[config.mk]
export PLATFORM = sky130hd
export DESIGN_NAME = delimiter_match_checker_unit
export DESIGN_NICKNAME = d
export VERILOG_FILES = /design/src/rtl/dmc_pkg.sv /design/src/rtl/dmc_ram.sv /design/src/rtl/dmc_stack.sv /design/src/rtl/delimiter_match_checker_unit.sv
export SDC_FILE = /design/constraint.sdc
export NUM_CORES = 1
export LEC_CHECK = 0
export BUFFER_PORTS_ARGS = -buffer_cell sky130_fd_sc_hd__buf_2
export CAP_MARGIN = 20
export CORE_MARGIN = 3
export CORE_UTILIZATION = 55
export DETAILED_ROUTE_END_ITERATION = 8
export PLACE_DENSITY = 0.8
export SKIP_CTS_REPAIR_TIMING = 1
export SLEW_MARGIN = 20
export SYNTH_ARGS = -nofsm -noshare
export SYNTH_HDL_FRONTEND = slang
export SYNTH_SLANG_ARGS = --single-unit
[constraint.sdc]
create_clock -name i_clk -period 3.88 [get_ports i_clk]
set_input_delay 0.194 -clock i_clk [delete_from_list [all_inputs] [get_ports i_clk]]
set_output_delay 0.194 -clock i_clk [all_outputs]
set_load 0.02 [all_outputs]
[src/rtl/dmc_pkg.sv]
`default_nettype none

package dmc_pkg;

    typedef enum logic [2:0] {
        M_NORMAL,
        M_SLASH,
        M_BLOCK,
        M_BSTAR,
        M_LINE,
        M_STRING,
        M_CHAR,
        M_CTAIL
    } t_mode;

    typedef enum logic [2:0] {
        ST_OK       = 3'd0,
        ST_EMPTY    = 3'd1,
        ST_WRONG    = 3'd2,
        ST_COMMENT  = 3'd3,
        ST_STRING   = 3'd4,
        ST_BADCHAR  = 3'd5,
        ST_UNCLOSED = 3'd6,
        ST_OVERFLOW = 3'd7
    } t_status;

    typedef enum logic [1:0] {
        K_ROUND,
        K_SQUARE,
        K_CURLY
    } t_kind;

    // stack operation for one transfer; clear wins over push and pop
    typedef struct packed {
        logic  clear;
        logic  push;
        logic  pop;
        t_kind kind;
    } t_stack_cmd;

    localparam logic [7:0] CH_LPAREN = 8'h28;
    localparam logic [7:0] CH_RPAREN = 8'h29;
    localparam logic [7:0] CH_LBRACK = 8'h5B;
    localparam logic [7:0] CH_RBRACK = 8'h5D;
    localparam logic [7:0] CH_LBRACE = 8'h7B;
    localparam logic [7:0] CH_RBRACE = 8'h7D;
    localparam logic [7:0] CH_SLASH  = 8'h2F;
    localparam logic [7:0] CH_STAR   = 8'h2A;
    localparam logic [7:0] CH_NL     = 8'h0A;
    localparam logic [7:0] CH_DQUOTE = 8'h22;
    localparam logic [7:0] CH_SQUOTE = 8'h27;

endpackage

`default_nettype wire

[src/rtl/dmc_ram.sv]
`default_nettype none

module dmc_ram #(
    parameter int WIDTH = 2,
    parameter int DEPTH = 64,
    localparam int AW = (DEPTH > 1) ? $clog2(DEPTH) : 1
) (
    input  wire logic             i_clk,
    input  wire logic             i_wr_en,
    input  wire logic [AW-1:0]    i_wr_addr,
    input  wire logic [WIDTH-1:0] i_wr_data,
    input  wire logic [AW-1:0]    i_rd_addr,
    output logic      [WIDTH-1:0] o_rd_data
);

    logic [WIDTH-1:0] r_mem [DEPTH];

    always_ff @(posedge i_clk) begin
        if (i_wr_en) begin
            r_mem[i_wr_addr] <= i_wr_data;
        end
        o_rd_data <= r_mem[i_rd_addr];
    end

endmodule

`default_nettype wire

[src/rtl/dmc_stack.sv]
`default_nettype none

module dmc_stack
    import dmc_pkg::*;
#(
    parameter int STACK_DEPTH = 64,
    localparam int TOP_W = $clog2(STACK_DEPTH + 1)
) (
    input  wire logic             i_clk,
    input  wire logic             i_rst_n,
    input  wire t_stack_cmd       i_cmd,
    output logic      [TOP_W-1:0] o_top,
    output t_kind                 o_tos
);

    localparam int ADDR_W = $clog2(STACK_DEPTH);

    // top of stack lives in r_tos; the RAM holds every entry below it
    logic [TOP_W-1:0]  r_top;
    logic [TOP_W-1:0]  n_top;
    t_kind             r_tos;
    t_kind             n_tos;
    logic              r_byp;
    t_kind             r_byp_kind;
    logic              w_wr_en;
    logic [ADDR_W-1:0] w_wr_addr;
    logic [ADDR_W-1:0] w_rd_addr;
    logic [TOP_W-1:0]  w_top_m1;
    logic [TOP_W-1:0]  w_ntop_m2;
    logic [1:0]        w_rd_data;
    t_kind             w_below;

    assign w_top_m1  = r_top - TOP_W'(1);
    assign w_ntop_m2 = n_top - TOP_W'(2);
    assign w_wr_en   = i_cmd.push && !i_cmd.clear && (r_top != '0);
    assign w_wr_addr = w_top_m1[ADDR_W-1:0];
    // prefetch the entry that a pop after this transfer exposes
    assign w_rd_addr = w_ntop_m2[ADDR_W-1:0];
    assign w_below   = r_byp ? r_byp_kind : t_kind'(w_rd_data);

    always_comb begin
        n_top = r_top;
        n_tos = r_tos;
        if (i_cmd.clear) begin
            n_top = '0;
        end else if (i_cmd.push) begin
            n_top = r_top + TOP_W'(1);
            n_tos = i_cmd.kind;
        end else if (i_cmd.pop) begin
            n_top = w_top_m1;
            n_tos = w_below;
        end
    end

    dmc_ram #(
        .WIDTH (2),
        .DEPTH (STACK_DEPTH)
    ) u_ram (
        .i_clk     (i_clk),
        .i_wr_en   (w_wr_en),
        .i_wr_addr (w_wr_addr),
        .i_wr_data (r_tos),
        .i_rd_addr (w_rd_addr),
        .o_rd_data (w_rd_data)
    );

    always_ff @(posedge i_clk) begin
        if (!i_rst_n) begin
            r_top <= '0;
            r_byp <= 1'b0;
        end else begin
            r_top <= n_top;
            // read and write on the same entry: take the new data
            r_byp <= w_wr_en && (w_wr_addr == w_rd_addr);
        end
    end

    always_ff @(posedge i_clk) begin
        r_tos      <= n_tos;
        r_byp_kind <= r_tos;
    end

    assign o_top = r_top;
    assign o_tos = r_tos;

endmodule

`default_nettype wire

[src/rtl/delimiter_match_checker_unit.sv]
// Bracket nesting checker for a stream of source text bytes.
// Input channel: i_in_valid / o_in_ready carry one byte (i_char_in) and a
// last-byte mark (i_last_byte). Output channel: o_out_valid / i_out_ready
// carry one result: o_out_status and o_out_line_number.
// A text yields exactly one result: at the first error (bracket, comment,
// string or literal fault, or stack overflow), or at its last byte.
// After an error the remaining bytes are consumed silently until the last
// byte. The last byte always resets the lexer, line count and stack.
// Throughput: one byte per cycle while o_in_ready is high. Each byte is
// lexed and the bracket stack is updated in the cycle of its transfer; the
// top of stack is held in a register and the entry below it is prefetched
// from the stack RAM, so consecutive pushes and pops run back to back.
// Results: each result is registered in the output register, or in the
// skid entry while the output register is held.
// Stall: an output register plus one skid entry hold results; o_in_ready
// drops only while the skid entry is occupied.
// Reset: synchronous, active low; clears control state. The stack RAM is
// not cleared; entries are always written before they are read.
`default_nettype none

module delimiter_match_checker_unit
    import dmc_pkg::*;
#(
    parameter int STACK_DEPTH = 64,
    parameter int LINE_BITS   = 16
) (
    input  wire logic                 i_clk,
    input  wire logic                 i_rst_n,
    input  wire logic                 i_in_valid,
    output logic                      o_in_ready,
    input  wire logic [7:0]           i_char_in,
    input  wire logic                 i_last_byte,
    output logic                      o_out_valid,
    input  wire logic                 i_out_ready,
    output logic      [2:0]           o_out_status,
    output logic      [LINE_BITS-1:0] o_out_line_number
);

    localparam int TOP_W = $clog2(STACK_DEPTH + 1);
    localparam logic [TOP_W-1:0]     TOP_FULL = TOP_W'(STACK_DEPTH);
    localparam logic [LINE_BITS-1:0] LINE_MAX = {LINE_BITS{1'b1}};
    localparam logic [LINE_BITS-1:0] LINE_ONE = LINE_BITS'(1);

    t_mode                r_mode;
    t_mode                n_mode;
    logic [1:0]           r_lit_len;
    logic [1:0]           n_lit_len;
    logic [LINE_BITS-1:0] r_line;
    logic [LINE_BITS-1:0] r_quote_line;
    logic                 r_err;

    logic                 w_fire;
    logic                 w_plain;
    logic                 w_push;
    logic                 w_pop;
    t_kind                w_kind;
    t_status              w_status;
    logic                 w_err_at_quote;
    logic                 w_set_quote;
    logic [LINE_BITS-1:0] w_line;
    logic [LINE_BITS-1:0] w_quote;
    logic                 w_nonempty;
    t_status              w_end_status;
    logic [LINE_BITS-1:0] w_end_line;
    logic                 w_res_valid;
    t_status              w_res_status;
    logic [LINE_BITS-1:0] w_res_line;
    t_stack_cmd           w_cmd;
    logic [TOP_W-1:0]     w_top;
    t_kind                w_tos;

    logic                 r_out_valid;
    t_status              r_out_status;
    logic [LINE_BITS-1:0] r_out_line;
    logic                 r_skid_valid;
    t_status              r_skid_status;
    logic [LINE_BITS-1:0] r_skid_line;

    function automatic t_mode f_plain_mode(input logic [7:0] c);
        t_mode m;
        m = M_NORMAL;
        if (c == CH_SLASH) begin
            m = M_SLASH;
        end else if (c == CH_DQUOTE) begin
            m = M_STRING;
        end else if (c == CH_SQUOTE) begin
            m = M_CHAR;
        end
        return m;
    endfunction

    function automatic t_kind f_kind(input logic [7:0] c);
        t_kind k;
        k = K_CURLY;
        if (c == CH_LPAREN || c == CH_RPAREN) begin
            k = K_ROUND;
        end else if (c == CH_LBRACK || c == CH_RBRACK) begin
            k = K_SQUARE;
        end
        return k;
    endfunction

    assign o_in_ready = !r_skid_valid;
    assign w_fire     = i_in_valid && o_in_ready;

    // line count advances before the byte is lexed
    assign w_line = (i_char_in == CH_NL && r_line != LINE_MAX) ? r_line + LINE_ONE : r_line;

    // lexer next state
    always_comb begin
        n_mode = r_mode;
        unique case (r_mode)
            M_NORMAL: begin
                n_mode = f_plain_mode(i_char_in);
            end
            M_SLASH: begin
                if (i_char_in == CH_STAR) begin
                    n_mode = M_BLOCK;
                end else if (i_char_in == CH_SLASH) begin
                    n_mode = M_LINE;
                end else begin
                    n_mode = f_plain_mode(i_char_in);
                end
            end
            M_BLOCK: begin
                if (i_char_in == CH_STAR) begin
                    n_mode = M_BSTAR;
                end
            end
            M_BSTAR: begin
                if (i_char_in == CH_SLASH) begin
                    n_mode = M_NORMAL;
                end else if (i_char_in != CH_STAR) begin
                    n_mode = M_BLOCK;
                end
            end
            M_LINE: begin
                if (i_char_in == CH_NL) begin
                    n_mode = M_NORMAL;
                end
            end
            M_STRING: begin
                if (i_char_in == CH_DQUOTE) begin
                    n_mode = M_NORMAL;
                end
            end
            M_CHAR: begin
                if (r_lit_len != 2'd0 && i_char_in == CH_SQUOTE) begin
                    n_mode = (r_lit_len == 2'd1) ? M_CTAIL : M_NORMAL;
                end
            end
            M_CTAIL: begin
                n_mode = (i_char_in == CH_SQUOTE) ? M_NORMAL : f_plain_mode(i_char_in);
            end
            default: begin
                n_mode = M_NORMAL;
            end
        endcase
    end

    // lexer outputs: stack operation, status, literal length
    always_comb begin
        w_plain = (r_mode == M_NORMAL)
               || (r_mode == M_SLASH && i_char_in != CH_STAR && i_char_in != CH_SLASH)
               || (r_mode == M_CTAIL && i_char_in != CH_SQUOTE);
        w_push         = 1'b0;
        w_pop          = 1'b0;
        w_kind         = f_kind(i_char_in);
        w_status       = ST_OK;
        w_err_at_quote = 1'b0;
        w_set_quote    = 1'b0;
        n_lit_len      = r_lit_len;

        if (r_mode == M_CHAR) begin
            if (r_lit_len == 2'd0) begin
                n_lit_len = 2'd1;
            end else if (i_char_in != CH_SQUOTE) begin
                if (r_lit_len == 2'd3) begin
                    w_status       = ST_BADCHAR;
                    w_err_at_quote = 1'b1;
                end else begin
                    n_lit_len = r_lit_len + 2'd1;
                end
            end
        end

        if (w_plain) begin
            unique case (i_char_in) inside
                CH_LPAREN, CH_LBRACK, CH_LBRACE: begin
                    if (w_top == TOP_FULL) begin
                        w_status = ST_OVERFLOW;
                    end else begin
                        w_push = 1'b1;
                    end
                end
                CH_RPAREN, CH_RBRACK, CH_RBRACE: begin
                    if (w_top == '0) begin
                        w_status = ST_EMPTY;
                    end else if (w_tos != w_kind) begin
                        w_status = ST_WRONG;
                    end else begin
                        w_pop = 1'b1;
                    end
                end
                CH_DQUOTE: begin
                    w_set_quote = 1'b1;
                end
                CH_SQUOTE: begin
                    w_set_quote = 1'b1;
                    n_lit_len   = 2'd0;
                end
                default: begin
                end
            endcase
        end
    end

    assign w_quote = w_set_quote ? w_line : r_quote_line;

    always_comb begin
        if (w_push) begin
            w_nonempty = 1'b1;
        end else if (w_pop) begin
            w_nonempty = (w_top != TOP_W'(1));
        end else begin
            w_nonempty = (w_top != '0);
        end
    end

    // end-of-text check on the state left by the last byte
    always_comb begin
        w_end_line = w_line;
        if (n_mode == M_BLOCK || n_mode == M_BSTAR) begin
            w_end_status = ST_COMMENT;
        end else if (n_mode == M_STRING) begin
            w_end_status = ST_STRING;
            w_end_line   = w_quote;
        end else if (n_mode == M_CHAR) begin
            w_end_status = ST_BADCHAR;
            w_end_line   = w_quote;
        end else if (w_nonempty) begin
            w_end_status = ST_UNCLOSED;
        end else begin
            w_end_status = ST_OK;
        end
    end

    assign w_res_valid  = w_fire && !r_err && (w_status != ST_OK || i_last_byte);
    assign w_res_status = (w_status != ST_OK) ? w_status : w_end_status;
    assign w_res_line   = (w_status != ST_OK) ? (w_err_at_quote ? r_quote_line : w_line)
                                              : w_end_line;

    assign w_cmd.clear = w_fire && i_last_byte;
    assign w_cmd.push  = w_fire && !r_err && w_push;
    assign w_cmd.pop   = w_fire && !r_err && w_pop;
    assign w_cmd.kind  = w_kind;

    dmc_stack #(
        .STACK_DEPTH (STACK_DEPTH)
    ) u_stack (
        .i_clk   (i_clk),
        .i_rst_n (i_rst_n),
        .i_cmd   (w_cmd),
        .o_top   (w_top),
        .o_tos   (w_tos)
    );

    always_ff @(posedge i_clk) begin
        if (!i_rst_n) begin
            r_mode       <= M_NORMAL;
            r_lit_len    <= 2'd0;
            r_line       <= LINE_ONE;
            r_quote_line <= '0;
            r_err        <= 1'b0;
        end else if (w_fire) begin
            if (i_last_byte) begin
                r_mode       <= M_NORMAL;
                r_lit_len    <= 2'd0;
                r_line       <= LINE_ONE;
                r_quote_line <= '0;
                r_err        <= 1'b0;
            end else if (!r_err) begin
                if (w_status != ST_OK) begin
                    r_err <= 1'b1;
                end else begin
                    r_mode       <= n_mode;
                    r_lit_len    <= n_lit_len;
                    r_line       <= w_line;
                    r_quote_line <= w_quote;
                end
            end
        end
    end

    // output register with one skid entry
    always_ff @(posedge i_clk) begin
        if (!i_rst_n) begin
            r_out_valid  <= 1'b0;
            r_skid_valid <= 1'b0;
        end else if (r_skid_valid) begin
            if (i_out_ready) begin
                r_skid_valid <= 1'b0;
            end
        end else if (!r_out_valid || i_out_ready) begin
            r_out_valid <= w_res_valid;
        end else if (w_res_valid) begin
            r_skid_valid <= 1'b1;
        end
    end

    always_ff @(posedge i_clk) begin
        if (r_skid_valid) begin
            if (i_out_ready) begin
                r_out_status <= r_skid_status;
                r_out_line   <= r_skid_line;
            end
        end else if (!r_out_valid || i_out_ready) begin
            r_out_status <= w_res_status;
            r_out_line   <= w_res_line;
        end else begin
            r_skid_status <= w_res_status;
            r_skid_line   <= w_res_line;
        end
    end

    assign o_out_valid       = r_out_valid;
    assign o_out_status      = r_out_status;
    assign o_out_line_number = r_out_line;

`ifndef ASSERT_OFF
    a_skid_behind_out: assert property (@(posedge i_clk) disable iff (!i_rst_n)
        r_skid_valid |-> r_out_valid)
        else $error("skid entry held while output register empty");

    a_top_bound: assert property (@(posedge i_clk) disable iff (!i_rst_n)
        w_top <= TOP_FULL)
        else $error("stack pointer beyond depth");

    a_last_restarts: assert property (@(posedge i_clk) disable iff (!i_rst_n)
        (w_fire && i_last_byte) |=> (w_top == '0 && !r_err && r_mode == M_NORMAL
                                     && r_line == LINE_ONE))
        else $error("last byte did not return block to idle state");

    a_silent_after_error: assert property (@(posedge i_clk) disable iff (!i_rst_n)
        (w_fire && r_err) |-> !w_res_valid)
        else $error("result produced after an error was latched");

    a_line_nonzero: assert property (@(posedge i_clk) disable iff (!i_rst_n)
        r_line != '0)
        else $error("line counter wrapped to zero");
`endif

endmodule

`default_nettype wire

==> impl_metrics.xml <==
<?xml version="1.0" encoding="UTF-8"?>
<metrics>
  <group name="setup_path">
    <metric name="cp_data_arrival_time" unit="ns">4.02</metric>
    <metric name="criticalPathCategory" unit="">flip-flop to flip-flop</metric>
    <metric name="max_incr_delay_on_cp" unit="ns">0.49</metric>
    <metric name="cp_slowest_cell" unit="">or4_4</metric>
    <metric name="critPathLaunchType" unit="">flip-flop</metric>
    <metric name="critical_path_peak_fanout" unit="">7</metric>
    <metric name="worst_path_dominant_cell_family" unit="">compound AO/OA/AOI/OAI gates</metric>
    <metric name="reg2regPathDepth" unit="">14</metric>
    <metric name="cpMostUsedCell" unit="">buf_4</metric>
    <metric name="crit_chain" unit="">or4_4, a211o_4, buf_4, a21oi_2, a221o_1, o21ai_4, ha_1, xor2_2, buf_4, a2111o_1, a41oi_1, a211oi_1, buf_4, a211oi_1</metric>
    <metric name="worstPathRequired" unit="ns">4.28</metric>
    <metric name="crit_path_end_kind" unit="">flip-flop</metric>
    <metric name="critPathBufInv" unit="">3</metric>
    <metric name="crit_cells" unit="">14</metric>
  </group>
  <group name="grt">
    <metric name="number_of_antenna_violations_at_the_first_check_in_global_routing" unit="">0</metric>
    <metric name="grt_util_all_layers" unit="%">21.8</metric>
    <metric name="first_global_vias" unit="">7398</metric>
    <metric name="globalRouteOverflowTotal" unit="">0</metric>
    <metric name="grt_first_pass_wirelength" unit="mm">37.7</metric>
    <metric name="grt_max_degree" unit="">66</metric>
  </group>
  <group name="place">
    <metric name="port-buffer-count" unit="">33</metric>
    <metric name="gp_congestion" unit="">0.947</metric>
    <metric name="dp_hpwl" unit="mm">15.7</metric>
    <metric name="detailed_place.area" unit="sq um">11600</metric>
  </group>
  <group name="yosys">
    <metric name="syn_avg_cell_area" unit="sq um">11.7</metric>
    <metric name="synth_cell_types" unit="">74</metric>
    <metric name="proportion_of_synthesized_flip_flops_having_asynchronous_set_or_reset" unit="%">0</metric>
    <metric name="synthDominantCellAreaShare" unit="%">47.5</metric>
    <metric name="ys_top_cells_by_area" unit="">edfxtp_1 48%, dfxtp_1 9.8%, mux2i_1 8.6%, nor2_1 3.8%, mux2_2 3.1%</metric>
    <metric name="synth.net_count" unit="">926</metric>
    <metric name="cell_count_after_synthesis" unit="">908</metric>
    <metric name="synth-main-ff-cell" unit="">edfxtp_1</metric>
    <metric name="yosys_register_bits" unit="">220</metric>
    <metric name="synth_seq_area_share" unit="%">57.3</metric>
    <metric name="number_of_enable_flip_flop_cells_after_synthesis" unit="">168</metric>
    <metric name="synth-warning-count" unit="">0</metric>
    <metric name="synth.cell_area" unit="sq um">10600</metric>
    <metric name="yosysTopAreaCell" unit="">edfxtp_1</metric>
  </group>
  <group name="timing">
    <metric name="worst_pin_slew" unit="ns">0.880</metric>
    <metric name="setup-violations-final" unit="">0</metric>
    <metric name="finalMaxSlewViolations" unit="">0</metric>
    <metric name="part_of_the_cycle_the_worst_path_needs" unit="%">93.2</metric>
    <metric name="final-hold-violation-count" unit="">0</metric>
    <metric name="fmax" unit="MHz">277</metric>
    <metric name="timing.final.crit_period" unit="ns">3.62</metric>
    <metric name="max_slew_margin" unit="%">41.3</metric>
    <metric name="unrepaired_setup_endpoints_after_global_routing" unit="">no</metric>
    <metric name="clock_skew" unit="ns">0.00987</metric>
  </group>
  <group name="finish">
    <metric name="mostFrequentLayoutCell" unit="">edfxtp_1</metric>
    <metric name="postLayoutCellArea" unit="sq um">12400</metric>
    <metric name="layout.cells.most_common_list" unit="">168 x edfxtp_1, 108 x nor2_1, 90 x mux2i_1, 77 x buf_4, 71 x nand2_1</metric>
    <metric name="syn2layout_area_growth" unit="%">16.8</metric>
    <metric name="diodes" unit="">0</metric>
    <metric name="design.final.nets" unit="">1025</metric>
    <metric name="fraction_of_final_layout_cells_with_drive_strength_greater_than_1" unit="%">20.0</metric>
  </group>
  <group name="clock_tree">
    <metric name="cts_tree" unit="">built</metric>
    <metric name="tritoncts.num_buffers" unit="">23</metric>
    <metric name="cts_num_sinks" unit="">220</metric>
    <metric name="clk_pin_slew_worst_paths" unit="ns">0.06</metric>
    <metric name="clock_path_buffers" unit="">3</metric>
    <metric name="clock_insertion_delay_worst_skew" unit="ns">0.50</metric>
    <metric name="cts.htree.levels" unit="">1</metric>
    <metric name="ctsRootBufferMaster" unit="">clkbuf_16</metric>
  </group>
  <group name="routing">
    <metric name="firstDrtPassIters" unit="">5</metric>
    <metric name="drc" unit="">0</metric>
    <metric name="detail_route.wl_per_cell" unit="microns">18.1</metric>
    <metric name="drt-total-wl" unit="mm">23.2</metric>
    <metric name="route.vias.total" unit="">7489</metric>
    <metric name="route.detailed.vias_per_inst" unit="">5.83</metric>
    <metric name="detail_route.iter0.violations" unit="">729</metric>
    <metric name="final_antenna_net_count" unit="">0</metric>
  </group>
  <group name="hold_path">
    <metric name="timing.hold.worst_path_depth" unit="">3</metric>
    <metric name="tightest_hold_check_type" unit="">primary input to flip-flop</metric>
  </group>
  <group name="pwr">
    <metric name="leakage_power" unit="nW">4.37</metric>
    <metric name="pwr_total" unit="W">0.00474</metric>
    <metric name="power_per_cell_area" unit="nW/um^2">382</metric>
    <metric name="max-vdd-ir-drop" unit="uV">324</metric>
  </group>
  <group name="floorplanning">
    <metric name="die_outline_area" unit="sq um">21000</metric>
    <metric name="floorplan.initialDensity" unit="%">56.4</metric>
    <metric name="design.portCount" unit="">34</metric>
    <metric name="placement_rows" unit="">50</metric>
    <metric name="floorplan.core_area" unit="sq um">18800</metric>
    <metric name="die_h" unit="microns">145</metric>
    <metric name="die_w" unit="microns">145</metric>
  </group>
  <group name="status">
    <metric name="run_status" unit="">complete, no violations</metric>
  </group>
  <group name="run">
    <metric name="maxCapViolCount" unit="">0</metric>
  </group>
</metrics>
registers in the layout, indices dropped and copies added (netlist names):
name / count
r_skid_valid: 1
o_out_status: 3
r_skid_line: 16
u_stack.r_byp_kind: 2
r_line: 16
o_out_line_number: 16
r_lit_len: 2
r_mode: 3
u_stack.o_top: 7
r_err: 1
r_quote_line: 16
o_out_valid: 1
u_stack.u_ram.r_mem: 128
r_skid_status: 3
u_stack.r_byp: 1
u_stack.o_tos: 2
u_stack.u_ram.o_rd_data: 2
cells in the mapped netlist (3+ instances only):
cell type and number:
edfxtp_1 168, nor2_1 108, mux2i_1 91, nand2_1 71, dfxtp_1 52, o21ai_0 35, clkbuf_1 29, mux2_2 29
a21oi_1 27, nand3_1 23, inv_1 22, nor3_1 22, xnor2_1 22, and3_1 13, a211oi_1 11, nor2b_1 11
xor2_1 11, a22o_1 9, buf_2 9, nor4_1 9, or3_1 9, and2_1 8, nand4_1 8, nand2b_1 7
nand3b_1 7, a211o_1 5, a31oi_1 5, buf_6 5, ha_1 5, o2111ai_1 5, o31ai_1 5, a2111o_1 3
a22oi_1 3, a41oi_1 3, buf_4 3, mux2_1 3, o21a_1 3, o21ai_1 3
area by class of cell:
type / instances / area, sq um
Clock buffer: 31 / 636
Inverter: 22 / 82.6
Fill cell: 1378 / 6430
Timing Repair Buffer: 120 / 906
Sequential cell: 220 / 6090
Clock inverter: 11 / 82.6
Multi-Input combinational cell: 620 / 4280
Tap cell: 260 / 325
final timing paths:
kind	from	to	slack [ns]
max	u_stack.o_tos[1]	u_stack.u_ram.o_rd_data[0]	0.26
min	i_last_byte	o_out_valid	0.16
max reg2reg	u_stack.o_tos[1]	u_stack.u_ram.o_rd_data[0]	0.26
min reg2reg	r_quote_line[14]	r_quote_line[14]	0.45
metrics by stage:
| step | worst slack (ns) | hold WS (ns) | util, % | instances | TNS (ns) |
|---|---|---|---|---|---|
| after global placement | -0.108 | 0.412 | 61.8 | 1240 | -0.124 |
| after global routing | 0.00305 | 0.170 | 65.8 | 1284 | 0 |
| after detailed placement | -0.119 | 0.416 | 61.8 | 1240 | -0.168 |
| final | 0.264 | 0.160 | 65.8 | 1284 | 0 |
| after floorplan | -0.0133 | 0.256 | - | 908 | -0.0133 |
| after CTS | 0.118 | -0.118 | 65.7 | 1282 | 0 |
cell families (layout without fill, tap and decap cells):
group | Yosys count | after routing | synth area share [%]
AOI/OAI and AO/OA | 147 | 147 | 9.88
xor gates and xnor gates | 33 | 33 | 2.72
adders and majority gates | 5 | 5 | 0.589
buffers and inverters | 68 | 184 | 2.97
DFF | 220 | 220 | 57.3
muxes | 126 | 126 | 12.6
and+or+nand+nor | 309 | 309 | 13.9
layer usage:
metal / vias to the layer above / global-route usage (%) / part of all wire (%)
met3: 52 / 3.69 / 6.7
met2: 277 / 35.8 / 48
met4: 0 / 7.70 / 2.8
met5: - / 0 / 0
met1: 3574 / 29.6 / 43
li1: 3586 / - / -
power by group:
part | internal [W] | switching, W
clock | 0.00122 | 0.000860
sequential | 0.00252 | 0.00000461
combinational | 0.0000503 | 0.0000869
total | 0.00378 | 0.000951
worst reg2reg max path, delay by kind of cell, from the launching register on:
family / cells / cell delay, ns
buffers and inverters: 3 / 0.47
AND/OR/NAND/NOR: 1 / 0.49
XOR/XNOR: 1 / 0.18
flip-flops: 1 / 0.38
AO/OA/AOI/OAI: 8 / 1.75
adder cells (fa/ha/maj): 1 / 0.24
(Power assumes the default switching activity.)
